$ cat config.mk
export PLATFORM = sky130hd
export DESIGN_NAME = keypad_debounce_tap_long_tracker
export DESIGN_NICKNAME = d
export VERILOG_FILES = /design/src/rtl/kdtlt_pkg.sv /design/src/rtl/keypad_debounce_tap_long_tracker.sv /design/src/rtl/kdtlt_ctrl.sv /design/src/rtl/kdtlt_datapath.sv
export SDC_FILE = /design/constraint.sdc
export NUM_CORES = 2
export LEC_CHECK = 0
export ABC_AREA = 1
export BUFFER_PORTS_ARGS = -buffer_cell sky130_fd_sc_hd__buf_4
export CAP_MARGIN = 20
export CORE_ASPECT_RATIO = 0.6
export CORE_MARGIN = 1
export CORE_UTILIZATION = 30
export DETAILED_ROUTE_END_ITERATION = 6
export PLACE_DENSITY = 0.44
export SYNTH_ARGS = -nofsm -noshare
export SYNTH_HDL_FRONTEND = slang
export SYNTH_SLANG_ARGS = --single-unit
$ cat constraint.sdc
create_clock -name i_clk -period 7.05 [get_ports i_clk]
set_input_delay 1.7625 -clock i_clk [delete_from_list [all_inputs] [get_ports i_clk]]
set_output_delay 1.7625 -clock i_clk [all_outputs]
set_load 0.005 [all_outputs]
$ cat src/rtl/kdtlt_pkg.sv
// Package for the keypad debounce / tap / long-press tracker.
// Holds operation codes, register indexes, reset values and the
// controller-datapath command and status types. No dependencies.
package kdtlt_pkg;

    localparam int NUM_KEYS_DEF = 16;
    localparam int FIELD_KEYS   = 16;

    localparam logic [1:0] OP_SCAN = 2'd0;
    localparam logic [1:0] OP_MARK = 2'd1;
    localparam logic [1:0] OP_ACK  = 2'd2;

    localparam logic [1:0] CFG_DEBOUNCE = 2'd0;
    localparam logic [1:0] CFG_TAP      = 2'd1;
    localparam logic [1:0] CFG_LONG     = 2'd2;

    localparam logic [15:0] DEBOUNCE_RST = 16'd8;
    localparam logic [15:0] TAP_RST      = 16'd450;
    localparam logic [15:0] LONG_RST     = 16'd600;

    typedef struct packed {
        logic load_in;
        logic apply_op;
        logic step;
        logic load_out;
    } t_cmd;

    typedef struct packed {
        logic is_scan;
        logic last_key;
    } t_stat;

endpackage

$ cat src/rtl/keypad_debounce_tap_long_tracker.sv
// Channel   Direction  Handshake               Word
// in        sink       i_in_valid / o_in_stall  operation, raw keys, time, ack masks
// out       source     o_out_valid / i_out_stall key state masks, held key
// cfg       sink       i_cfg_valid / o_cfg_ready register index, 16-bit data
//
// A scan word is walked to its end before the next word is accepted: the
// keys go one per cycle through a single update unit, fed by the stamp
// memories one key ahead. Mark and acknowledge act on the key state in one step.
// The result sits in an output register and is held while i_out_stall is
// high; a finished word waits for that register before the next is taken.
// Reset (synchronous, i_rst_n low) clears all key state; stamps read as
// zero until written. Top level of the tracker; depends on kdtlt_pkg,
// kdtlt_ctrl and kdtlt_datapath.
module keypad_debounce_tap_long_tracker import kdtlt_pkg::*; #(
    parameter int NUM_KEYS = NUM_KEYS_DEF
) (
    input  logic        i_clk,
    input  logic        i_rst_n,
    input  logic        i_cfg_valid,
    output logic        o_cfg_ready,
    input  logic [1:0]  i_cfg_index,
    input  logic [15:0] i_cfg_data,
    input  logic        i_in_valid,
    output logic        o_in_stall,
    input  logic [1:0]  i_operation,
    input  logic [15:0] i_raw_keys,
    input  logic [31:0] i_now_ms,
    input  logic [15:0] i_ack_tap_mask,
    input  logic [15:0] i_ack_long_mask,
    output logic        o_out_valid,
    input  logic        i_out_stall,
    output logic [15:0] o_down_mask,
    output logic [15:0] o_tap_mask,
    output logic [15:0] o_long_mask,
    output logic        o_held_valid,
    output logic [3:0]  o_held_key
);

    t_cmd  cmd;
    t_stat stat;

    assign o_cfg_ready = 1'b1;

    kdtlt_ctrl u_ctrl (
        .i_clk       (i_clk),
        .i_rst_n     (i_rst_n),
        .i_in_valid  (i_in_valid),
        .o_in_stall  (o_in_stall),
        .o_out_valid (o_out_valid),
        .i_out_stall (i_out_stall),
        .i_stat      (stat),
        .o_cmd       (cmd)
    );

    kdtlt_datapath #(
        .NUM_KEYS (NUM_KEYS)
    ) u_datapath (
        .i_clk           (i_clk),
        .i_rst_n         (i_rst_n),
        .i_cmd           (cmd),
        .o_stat          (stat),
        .i_cfg_we        (i_cfg_valid),
        .i_cfg_index     (i_cfg_index),
        .i_cfg_data      (i_cfg_data),
        .i_operation     (i_operation),
        .i_raw_keys      (i_raw_keys),
        .i_now_ms        (i_now_ms),
        .i_ack_tap_mask  (i_ack_tap_mask),
        .i_ack_long_mask (i_ack_long_mask),
        .o_down_mask     (o_down_mask),
        .o_tap_mask      (o_tap_mask),
        .o_long_mask     (o_long_mask),
        .o_held_valid    (o_held_valid),
        .o_held_key      (o_held_key)
    );

endmodule

$ cat src/rtl/kdtlt_ctrl.sv
// Sequencer for the tracker: accepts a word, walks the keys one per cycle
// for a scan word and hands the result to the output register.
// Depends on kdtlt_pkg.
module kdtlt_ctrl import kdtlt_pkg::*; (
    input  logic  i_clk,
    input  logic  i_rst_n,
    input  logic  i_in_valid,
    output logic  o_in_stall,
    output logic  o_out_valid,
    input  logic  i_out_stall,
    input  t_stat i_stat,
    output t_cmd  o_cmd
);

    localparam logic [1:0] S_IDLE  = 2'd0;
    localparam logic [1:0] S_PRIME = 2'd1;
    localparam logic [1:0] S_RUN   = 2'd2;
    localparam logic [1:0] S_DONE  = 2'd3;

    logic [1:0] r_state, n_state;
    logic       r_out_valid, n_out_valid;
    logic       out_free;

    assign out_free    = !r_out_valid || !i_out_stall;
    assign o_in_stall  = (r_state != S_IDLE);
    assign o_out_valid = r_out_valid;

    always_comb begin
        n_state        = r_state;
        o_cmd          = '0;
        unique case (r_state)
            S_IDLE: begin
                if (i_in_valid) begin
                    o_cmd.load_in = 1'b1;
                    n_state       = S_PRIME;
                end
            end
            S_PRIME: begin
                // non-scan words finish here in one step
                if (i_stat.is_scan) begin
                    n_state = S_RUN;
                end else begin
                    o_cmd.apply_op = 1'b1;
                    n_state        = S_DONE;
                end
            end
            S_RUN: begin
                o_cmd.step = 1'b1;
                if (i_stat.last_key) begin
                    n_state = S_DONE;
                end
            end
            S_DONE: begin
                if (out_free) begin
                    o_cmd.load_out = 1'b1;
                    n_state        = S_IDLE;
                end
            end
            default: begin
                n_state = S_IDLE;
            end
        endcase
    end

    always_comb begin
        n_out_valid = r_out_valid;
        if (o_cmd.load_out) begin
            n_out_valid = 1'b1;
        end else if (!i_out_stall) begin
            n_out_valid = 1'b0;
        end
    end

    always_ff @(posedge i_clk) begin
        if (!i_rst_n) begin
            r_state     <= S_IDLE;
            r_out_valid <= 1'b0;
        end else begin
            r_state     <= n_state;
            r_out_valid <= n_out_valid;
        end
    end

endmodule

$ cat src/rtl/kdtlt_datapath.sv
// Datapath for the tracker: configuration registers, key state, the two
// time-stamp memories, the per-key update unit and the output register.
// Depends on kdtlt_pkg.
module kdtlt_datapath import kdtlt_pkg::*; #(
    parameter int NUM_KEYS = NUM_KEYS_DEF
) (
    input  logic        i_clk,
    input  logic        i_rst_n,
    input  t_cmd        i_cmd,
    output t_stat       o_stat,
    input  logic        i_cfg_we,
    input  logic [1:0]  i_cfg_index,
    input  logic [15:0] i_cfg_data,
    input  logic [1:0]  i_operation,
    input  logic [15:0] i_raw_keys,
    input  logic [31:0] i_now_ms,
    input  logic [15:0] i_ack_tap_mask,
    input  logic [15:0] i_ack_long_mask,
    output logic [15:0] o_down_mask,
    output logic [15:0] o_tap_mask,
    output logic [15:0] o_long_mask,
    output logic        o_held_valid,
    output logic [3:0]  o_held_key
);

    localparam int KW     = $clog2(NUM_KEYS);
    localparam int KEY_IN = (NUM_KEYS < FIELD_KEYS) ? NUM_KEYS : FIELD_KEYS;
    localparam int HW     = (KW > 4) ? KW : 4;
    localparam logic [KW-1:0] LAST_KEY = KW'(NUM_KEYS - 1);

    logic [15:0] r_deb, r_tap_t, r_long_t;

    logic [1:0]          r_op;
    logic [NUM_KEYS-1:0] r_raw, r_ack_tap, r_ack_long;
    logic [31:0]         r_now;
    logic [KW-1:0]       r_key;

    logic [NUM_KEYS-1:0] r_stable, n_stable;
    logic [NUM_KEYS-1:0] r_last, n_last;
    logic [NUM_KEYS-1:0] r_tapf, n_tapf;
    logic [NUM_KEYS-1:0] r_longf, n_longf;
    logic [NUM_KEYS-1:0] r_ldone, n_ldone;
    logic [NUM_KEYS-1:0] r_mod, n_mod;
    logic                r_held_p, n_held_p;
    logic [KW-1:0]       r_held_idx, n_held_idx;

    logic [31:0]         cs_mem [NUM_KEYS];
    logic [31:0]         ps_mem [NUM_KEYS];
    logic [NUM_KEYS-1:0] r_cs_vld, r_ps_vld;
    logic [31:0]         r_rd_cs, r_rd_ps;
    logic [KW-1:0]       rd_addr;

    logic [NUM_KEYS-1:0] raw_ext, ack_tap_ext, ack_long_ext;
    logic                k_down, k_chg, k_deb_ok, k_flip, k_press, k_rel;
    logic                k_st_new, k_ld_new, k_md_new, k_tap_set, k_long_set;
    logic [31:0]         cs_age, ps_age;
    logic [NUM_KEYS-1:0] fb_cand;
    logic                fb_any;
    logic [KW-1:0]       fb_idx;
    logic [HW-1:0]       held_w;

    logic [15:0] r_out_down, r_out_tap, r_out_long;
    logic        r_out_hv;
    logic [3:0]  r_out_hk;

    // fit 16-bit port masks to the key count; keys past the field read as up
    always_comb begin
        raw_ext                   = '0;
        ack_tap_ext               = '0;
        ack_long_ext              = '0;
        raw_ext[KEY_IN-1:0]       = i_raw_keys[KEY_IN-1:0];
        ack_tap_ext[KEY_IN-1:0]   = i_ack_tap_mask[KEY_IN-1:0];
        ack_long_ext[KEY_IN-1:0]  = i_ack_long_mask[KEY_IN-1:0];
    end

    always_ff @(posedge i_clk) begin
        if (!i_rst_n) begin
            r_deb    <= DEBOUNCE_RST;
            r_tap_t  <= TAP_RST;
            r_long_t <= LONG_RST;
        end else if (i_cfg_we) begin
            case (i_cfg_index)
                CFG_DEBOUNCE: r_deb    <= i_cfg_data;
                CFG_TAP:      r_tap_t  <= i_cfg_data;
                CFG_LONG:     r_long_t <= i_cfg_data;
                default: begin
                end
            endcase
        end
    end

    always_ff @(posedge i_clk) begin
        if (i_cmd.load_in) begin
            r_op       <= i_operation;
            r_raw      <= raw_ext;
            r_now      <= i_now_ms;
            r_ack_tap  <= ack_tap_ext;
            r_ack_long <= ack_long_ext;
        end
    end

    always_ff @(posedge i_clk) begin
        if (!i_rst_n) begin
            r_key <= '0;
        end else if (i_cmd.load_in) begin
            r_key <= '0;
        end else if (i_cmd.step) begin
            r_key <= (r_key == LAST_KEY) ? '0 : r_key + 1'b1;
        end
    end

    assign o_stat.is_scan  = (r_op == OP_SCAN);
    assign o_stat.last_key = (r_key == LAST_KEY);

    // fetch the next key's stamps while the current key is updated
    assign rd_addr = (i_cmd.step && r_key != LAST_KEY) ? r_key + 1'b1 : '0;

    always_ff @(posedge i_clk) begin
        r_rd_cs <= r_cs_vld[rd_addr] ? cs_mem[rd_addr] : '0;
        r_rd_ps <= r_ps_vld[rd_addr] ? ps_mem[rd_addr] : '0;
    end

    always_ff @(posedge i_clk) begin
        if (i_cmd.step && k_chg) begin
            cs_mem[r_key] <= r_now;
        end
    end

    always_ff @(posedge i_clk) begin
        if (i_cmd.step && k_press) begin
            ps_mem[r_key] <= r_now;
        end
    end

    always_ff @(posedge i_clk) begin
        if (!i_rst_n) begin
            r_cs_vld <= '0;
            r_ps_vld <= '0;
        end else if (i_cmd.step) begin
            if (k_chg) begin
                r_cs_vld[r_key] <= 1'b1;
            end
            if (k_press) begin
                r_ps_vld[r_key] <= 1'b1;
            end
        end
    end

    // per-key update
    assign cs_age = r_now - r_rd_cs;
    assign ps_age = r_now - r_rd_ps;

    always_comb begin
        k_down   = r_raw[r_key];
        k_chg    = (k_down != r_last[r_key]);
        // a fresh edge has zero age
        k_deb_ok = k_chg ? (r_deb == 16'd0) : (cs_age >= {16'd0, r_deb});
        k_flip   = k_deb_ok && (k_down != r_stable[r_key]);
        k_press  = k_flip && k_down;
        k_rel    = k_flip && !k_down;
        k_st_new = r_stable[r_key] ^ k_flip;
        k_ld_new = k_press ? 1'b0 : r_ldone[r_key];
        k_md_new = k_press ? 1'b0 : r_mod[r_key];
        k_tap_set = k_rel && !r_ldone[r_key] && !r_mod[r_key] &&
                    (ps_age < {16'd0, r_tap_t});
        k_long_set = k_st_new && !k_ld_new && !k_md_new &&
                     (k_press ? (r_long_t == 16'd0) : (ps_age >= {16'd0, r_long_t}));
    end

    // lowest down key once the current key has dropped
    always_comb begin
        fb_cand        = r_stable;
        fb_cand[r_key] = 1'b0;
        fb_any         = 1'b0;
        fb_idx         = '0;
        for (int j = NUM_KEYS - 1; j >= 0; j--) begin
            if (fb_cand[j]) begin
                fb_any = 1'b1;
                fb_idx = KW'(j);
            end
        end
    end

    always_comb begin
        n_stable   = r_stable;
        n_last     = r_last;
        n_tapf     = r_tapf;
        n_longf    = r_longf;
        n_ldone    = r_ldone;
        n_mod      = r_mod;
        n_held_p   = r_held_p;
        n_held_idx = r_held_idx;
        if (i_cmd.step) begin
            n_last[r_key]   = k_down;
            n_stable[r_key] = k_st_new;
            n_mod[r_key]    = k_md_new;
            n_ldone[r_key]  = k_ld_new | k_long_set;
            if (k_tap_set) begin
                n_tapf[r_key] = 1'b1;
            end
            if (k_long_set) begin
                n_longf[r_key] = 1'b1;
            end
            if (k_press) begin
                n_held_p   = 1'b1;
                n_held_idx = r_key;
            end else if (k_rel && r_held_p && r_held_idx == r_key) begin
                n_held_p = fb_any;
                if (fb_any) begin
                    n_held_idx = fb_idx;
                end
            end
        end else if (i_cmd.apply_op) begin
            case (r_op)
                OP_MARK: begin
                    n_mod   = r_mod | r_stable;
                    n_ldone = r_ldone | r_stable;
                end
                OP_ACK: begin
                    n_tapf  = r_tapf & ~r_ack_tap;
                    n_longf = r_longf & ~r_ack_long;
                end
                default: begin
                end
            endcase
        end
    end

    always_ff @(posedge i_clk) begin
        if (!i_rst_n) begin
            r_stable   <= '0;
            r_last     <= '0;
            r_tapf     <= '0;
            r_longf    <= '0;
            r_ldone    <= '0;
            r_mod      <= '0;
            r_held_p   <= 1'b0;
            r_held_idx <= '0;
        end else begin
            r_stable   <= n_stable;
            r_last     <= n_last;
            r_tapf     <= n_tapf;
            r_longf    <= n_longf;
            r_ldone    <= n_ldone;
            r_mod      <= n_mod;
            r_held_p   <= n_held_p;
            r_held_idx <= n_held_idx;
        end
    end

    assign held_w = HW'(r_held_idx);

    always_ff @(posedge i_clk) begin
        if (i_cmd.load_out) begin
            r_out_down <= 16'(r_stable[KEY_IN-1:0]);
            r_out_tap  <= 16'(r_tapf[KEY_IN-1:0]);
            r_out_long <= 16'(r_longf[KEY_IN-1:0]);
            r_out_hv   <= r_held_p;
            r_out_hk   <= r_held_p ? held_w[3:0] : 4'd0;
        end
    end

    assign o_down_mask  = r_out_down;
    assign o_tap_mask   = r_out_tap;
    assign o_long_mask  = r_out_long;
    assign o_held_valid = r_out_hv;
    assign o_held_key   = r_out_hk;

endmodule

After elaboration in Yosys (flattened, before gate mapping). Memories as Yosys holds them, arrays and structs flattened. A register that Yosys moved wholly into a read port is not among the register bits. Index checks and enable logic that the tools add are counted.

Add/subtract/negate cells: 3. $lt $le $gt $ge: 6. Equality and inequality tests: 18. Mux-type cells: 95. Bitwise logic cells: 15. Reductions and logical operators: 48.

Operators with widths (number): 16-bit two-way mux (14); 16-bit bitwise OR (6); 4-bit two-way mux (21); 16-bit bitwise mux (4); 32-bit by 16-bit greater-or-equal comparator with 1-bit output (2); 32-bit subtractor (2); 16-bit AND (3); 16-bit NOT (3); 1-bit two-way mux (44); 16-bit zero test (2); 32-bit by 16-bit < comparator with 1-bit output (1); 1-bit binary-select mux with 4-bit select (7); 1-bit logical AND (15); 2-bit AND reduction (7); 3-bit AND reduction (4); 2-bit nonzero test (6); 4-bit by 5-bit < comparator with 1-bit output, second input constant (2); 1-bit zero test (9); 2-bit equality test, second input constant (4); 2-bit != test, second input constant (4); 2-bit case mux with 4 select lines (1); 2-bit by 1-bit equality test with 1-bit output, second input constant (3); 2-bit zero test (3); 2-bit two-way mux (3); other kinds (13) (15).

Register bits: 323. Bits in writable memories: 1024. Input port bits: 105. Output and inout port bits: 56. Word-level logic and storage cells: 213. Memories kept: 2.

Memories: u_datapath.cs_mem (depth 16, width 32, read ports 1, clocked after Yosys merged registers in 1, wr ports 1, line kdtlt_datapath.sv:47) `logic [31:0] cs_mem [NUM_KEYS];`; u_datapath.ps_mem (depth 16, width 32, read ports 1, clocked after Yosys merged registers in 1, wr ports 1, line kdtlt_datapath.sv:48) `logic [31:0] ps_mem [NUM_KEYS];`.

Depth between registers and ports, before layout.
Word-level depth: 25. Depth in mapped cells: 30. Depth with buffers taken out: 29.

Hierarchy. From an unflattened synthesis, not the netlist that was laid out.

Cell total of the unflattened synthesis: 5223. Area, all modules: 60583.1 sq um.

By module, submodules not included: kdtlt_datapath (instances 1, cells each 5184, area each 60312.8 sq um, seq. area each 39788.2 sq um); kdtlt_ctrl (instances 1, cells each 37, area each 259.0 sq um, seq. area each 60.1 sq um); keypad_debounce_tap_long_tracker (instances 1, cells each 2, area each 11.3 sq um, seq. area each 0.0 sq um).

Least setup slack after synthesis. Ideal clock, no wire load.

Path type: flip-flop to flip-flop. From: register u_datapath.r_now[0]. To: memory u_datapath.ps_mem[0][0] (enable). Data arrival time: 4.519 ns. Required time: 6.627 ns. Slack: 2.108 ns. Stages on the path, launching flop included: 26. Buffers on the path: 1. Clock period less this slack: 4.942 ns. Path through: edfxtp_1 > inv_1 > ha_1 > fa_1 > inv_1 > nand2_1 > nand2_1 > nand3_1 > nand2_1 > nand2_1 > nand2_1 > xor2_1 > ha_1 > a21oi_1 > nor2_1 > a211oi_1 > nand2_1 > nor2_1 > nand3_2 > nor2_2 > nand2_2 > nor2_4 > nand2_4 > nand2_8 > clkbuf_1 > nor2_1.

Word-level cells in the longest chain between the ends: 8.

Ends and longest elaborated chain: start: declaration (line kdtlt_datapath.sv:35) `logic [31:0] r_now;`; start signal: assignment (line kdtlt_datapath.sv:96) `r_now <= i_now_ms;`; 32-bit subtractor (line kdtlt_datapath.sv:150) `assign cs_age = r_now - r_rd_cs;`; 32-bit by 16-bit greater-or-equal comparator with 1-bit output (line kdtlt_datapath.sv:157) `k_deb_ok = k_chg ? (r_deb == 16'd0) : (cs_age >= {16'd0, r_deb});`; 1-bit two-way mux (line kdtlt_datapath.sv:157); 1-bit logical AND (line kdtlt_datapath.sv:158) `k_flip = k_deb_ok && (k_down != r_stable[r_key]);`; 1-bit logical AND (line kdtlt_datapath.sv:159) `k_press = k_flip && k_down;`; 1-bit logical AND (line kdtlt_datapath.sv:130) `if (i_cmd.step && k_press) begin`; 1-bit two-way mux (line kdtlt_datapath.sv:130); 1-bit two-way mux (implied by the code) (line kdtlt_datapath.sv:131) `ps_mem[r_key] <= r_now;`; end: declaration (line kdtlt_datapath.sv:48).

Every way passes these cells.

Worst setup path in the final report.
From: register u_datapath.r_now[0]. To: register u_datapath.r_ldone[2].

Word-level cells in the longest chain between the ends: 13. Elaborated cells between the ends (all ways): 19.

Ends and longest elaborated chain: 32-bit subtractor (line kdtlt_datapath.sv:150); 32-bit by 16-bit greater-or-equal comparator with 1-bit output (line kdtlt_datapath.sv:157); 1-bit two-way mux (line kdtlt_datapath.sv:157); 1-bit logical AND (line kdtlt_datapath.sv:158); 1-bit logical AND (line kdtlt_datapath.sv:159); 1-bit two-way mux (line kdtlt_datapath.sv:162) `k_ld_new = k_press ? 1'b0 : r_ldone[r_key];`; 1-bit zero test (line kdtlt_datapath.sv:166) `k_long_set = k_st_new && !k_ld_new && !k_md_new &&`; 1-bit logical AND (3 in a row) (line kdtlt_datapath.sv:166); 1-bit bitwise OR (*) (line kdtlt_datapath.sv:197) `n_ldone[r_key] = k_ld_new | k_long_set;`; 16-bit bitwise mux (*) (line kdtlt_datapath.sv:197); 16-bit two-way mux (*) (line kdtlt_datapath.sv:193) `if (i_cmd.step) begin`; end signal: assignment (line kdtlt_datapath.sv:244) `r_ldone <= n_ldone;`; end: declaration (line kdtlt_datapath.sv:42) `logic [NUM_KEYS-1:0] r_ldone, n_ldone;`.

Mark *: on every way between the ends. The rest lies on a longest branch, timed or not. A chain may end at the register's enable or synchronous reset.

==> impl_metrics.csv <==
group,metric,value,unit
yosys,synth_edf_count,1159,
clock_network,cts_tree,"built",
yosys,synth_area_leaders,"edfxtp_1 (58%), dfxtp_1 (8.4%), nand2_1 (4.7%)",
clock_network,post-cts-setup-buffers,0,
power_and_ir_drop,peakVddDrop,0.213,mV
timing,slew_violations,0,
die,core-area,198000,um2
yosys,yosysSeqAreaShare,0.665,
timing,worstMarginPinSlew,1.16,ns
global_routing,grt_pass1_wl,310,mm
cells_and_area,nets,5462,
placed_design,gp_congestion,0.961,
die,dieHeight,348,um
routing,antenna_left,0,
global_routing,grtUsageMet2,0.271,
global_routing,grt_util_all_layers,0.215,
timing,rsz0062_at_grt,"false",
die,chipWidth,579,um
flow_run,maxCapViolations,0,
critical_path,max_stage_delay,0.60,ns
timing,hold_viol,0,
critical_path,slowest_stage,"o21bai_4",
timing,tns,0,ns
timing,fin_ws,1.46,ns
yosys,dominantRegCellSynth,"edfxtp_1",
yosys,syn_area_per_cell,11.9,um2
yosys,synth_nets,5270,
critical_path,worst_ep_required_time,7.74,ns
timing,fin_crit,5.59,ns
clock_network,numCtsBuffers,144,
critical_path,start_kind,"flop",
routing,wl_per_cell,27.8,um
yosys,synthDistinctLibCells,65,
critical_path,cp-end-kind,"flop",
routing,vias,42089,
hold_path,hp-class,"reg2reg",
timing,relSlewSlack,0.228,
global_routing,use_met3,0.0702,
yosys,syn-instance-count,5045,
yosys,yosys.area.top_type,"edfxtp_1",
status,failed_checks,"DRC",
cells_and_area,finish.utilization,0.353,
placed_design,io_buffer_count,159,
die,io_pins,161,
global_routing,gr-total-overflow,0,
power_and_ir_drop,leakagePower,24.4,nW
placed_design,dpl_worst_slack,1.67,ns
critical_path,crit_path_frequent_cell,"nand2_1",
yosys,async_flop_share,0,
die,start_util,0.304,
routing,drt_iter0_markers,5493,
routing,dr.pass1.iters,7,
yosys,syn_area,60000,um2
clock_network,htree_levels,4,
clock_network,path_clk_slew,0.07,ns
timing,fin_skew,0.0364,ns
cells_and_area,drive_gt1_frac,0.124,
timing,fmax,179,MHz
power_and_ir_drop,finalPower,23.7,mW
die,rows,126,
critical_path,worstSetupPathType,"reg2reg",
die,die-area,202000,um2
yosys,yosysWarnings,0,
status,status,"finished with violations",
clock_network,clock_latency,0.78,ns
clock_network,hold_buffers,0,
global_routing,busiest_layer,"met1",
routing,vias_per_cell,5.28,
timing,finalCritPeriodShare,0.793,
yosys,synth_top_cell_area_share,0.580,
critical_path,crit_arrival,6.28,ns
clock_network,cts.sinks,1411,
global_routing,grt_pass1_vias,39197,
placed_design,dp_hpwl,145,mm
routing,drc,1,
power_and_ir_drop,powerDensity,340,nW/um2
global_routing,antenna_found_initial,32,
timing,setup_viol,0,
yosys,ys_seq_elements,1411,
clock_network,clockBufferDepth,4,
cells_and_area,area_growth,16.2,%
clock_network,ctsResizeCount,0,
critical_path,cp_max_fo,33,
routing,routed_wl,222,mm
global_routing,grtUsageMet1,0.351,
clock_network,clockRootBuffer,"clkbuf_16",
global_routing,grt_start_max_net_pins,134,
==> per-stage QoR <==
stage,cells,area [um2],hold WS [ns]
2_1_floorplan,5045,60000,0.402
3_3_place_gp,7707,64800,0.406
3_5_place_dp,7715,65000,0.409
4_1_cts,7964,69700,0.424
5_1_grt,7964,69700,0.435
6_report,7968,69700,0.422
==> flip-flops by register name, indices dropped and copies added, names as in the netlist, 32 cells and up <==
signal	cells
u_datapath.r_now	32
u_datapath.ps_mem	512
u_datapath.r_rd_cs	32
u_datapath.r_rd_ps	32
u_datapath.cs_mem	512
==> power breakdown <==
| part | total (mW) | internal, mW | switching [mW] |
|---|---|---|---|
| sequential | 9.84 | 9.60 | 0.239 |
| clock | 7.88 | 4.54 | 3.33 |
| combinational | 6.02 | 1.74 | 4.28 |
==> area by class of cell <==
| class | instances | area, um2 |
|---|---|---|
| antenna | 4 | 10.0 |
| fill | 19464 | 128000 |
| timing repair buffer | 310 | 2570 |
| tap | 2624 | 3280 |
| clock buffer | 205 | 4110 |
| clock inverter | 44 | 568 |
| inverter | 483 | 1850 |
| sequential | 1411 | 39800 |
| multi-input combinational | 2887 | 17500 |
==> routing by layer <==
layer	vias up	share of wire
met5	-	0.00046
met4	14	0.012
met3	213	0.11
met2	1761	0.37
met1	21396	0.50
li1	18705	-
==> path summary, 6_finish.rpt <==
path	from	to	slack [ns]	cells after the start
worst max-delay path	u_datapath.r_now[0]	u_datapath.r_ldone[2]	1.46	30
worst min-delay path	u_datapath.r_tapf[2]	u_datapath.o_tap_mask[2]	0.42	0
worst max register to register	u_datapath.r_now[0]	u_datapath.r_ldone[2]	1.46	30
worst min register to register	u_datapath.r_tapf[2]	u_datapath.o_tap_mask[2]	0.42	0
==> worst max-delay path, delay by kind of cell (launching register included) <==
kind	cells	cell delay [ns]
DFF	1	0.32
buffers and inverters	3	0.70
AOI/OAI and AO/OA	4	1.06
and+or+nand+nor	19	2.43
adders and majority gates	3	0.86
xor gates and xnor gates	1	0.10
==> cells in the final DEF, fill, tap and decap left out, types with 13 or more instances in the layout <==
master	netlist	final
nand2_1	746	745
buf_12	0	13
o21bai_1	75	75
buf_4	7	293
inv_1	474	468
nand4_1	26	26
bufinv_16	0	13
clkbuf_16	0	151
nor2_1	297	264
o21a_1	35	35
edfxtp_1	1159	1159
mux2i_1	200	200
clkbuf_8	0	13
a21oi_1	273	272
ha_1	118	118
a211oi_1	18	18
nand3_1	211	210
a31oi_1	20	20
o21ai_0	359	359
dfxtp_1	252	251
o221ai_1	264	264
nor2_4	1	34
clkbuf_1	183	41
o211ai_1	16	16
nor3_1	23	22
clkinv_2	0	14
a31o_2	64	64
xor2_1	28	28
==> cells in the mapped netlist, drive strengths merged (2+ instances only) <==
cell	n
nand2	757
o21bai	82
a311oi	6
buf	81
nor2	303
mux2i	200
clkbuf	183
a21o	4
a21oi	273
nand3b	11
xnor2	9
nor4	9
nand3	214
a221oi	4
a211oi	18
xor2	28
a31o	64
o21ai	375
o211ai	16
o22ai	3
fa	2
clkinv	4
o31ai	3
o221ai	264
dfxtp	252
nand4	27
or2	6
a31oi	20
edfxtp	1159
o21a	35
inv	479
nor3	23
ha	118
==> cell families after synthesis <==
family,Yosys count,synth area share
compound gates,1175,0.128
xor+xnor,37,0.00540
fa+ha+maj,120,0.0253
buf+inv,747,0.0490
flops,1411,0.665
mux,200,0.0334
other cells,1,0.0000625
simple gates,1354,0.0948
No activity file was read; power rests on OpenSTA's default activity.
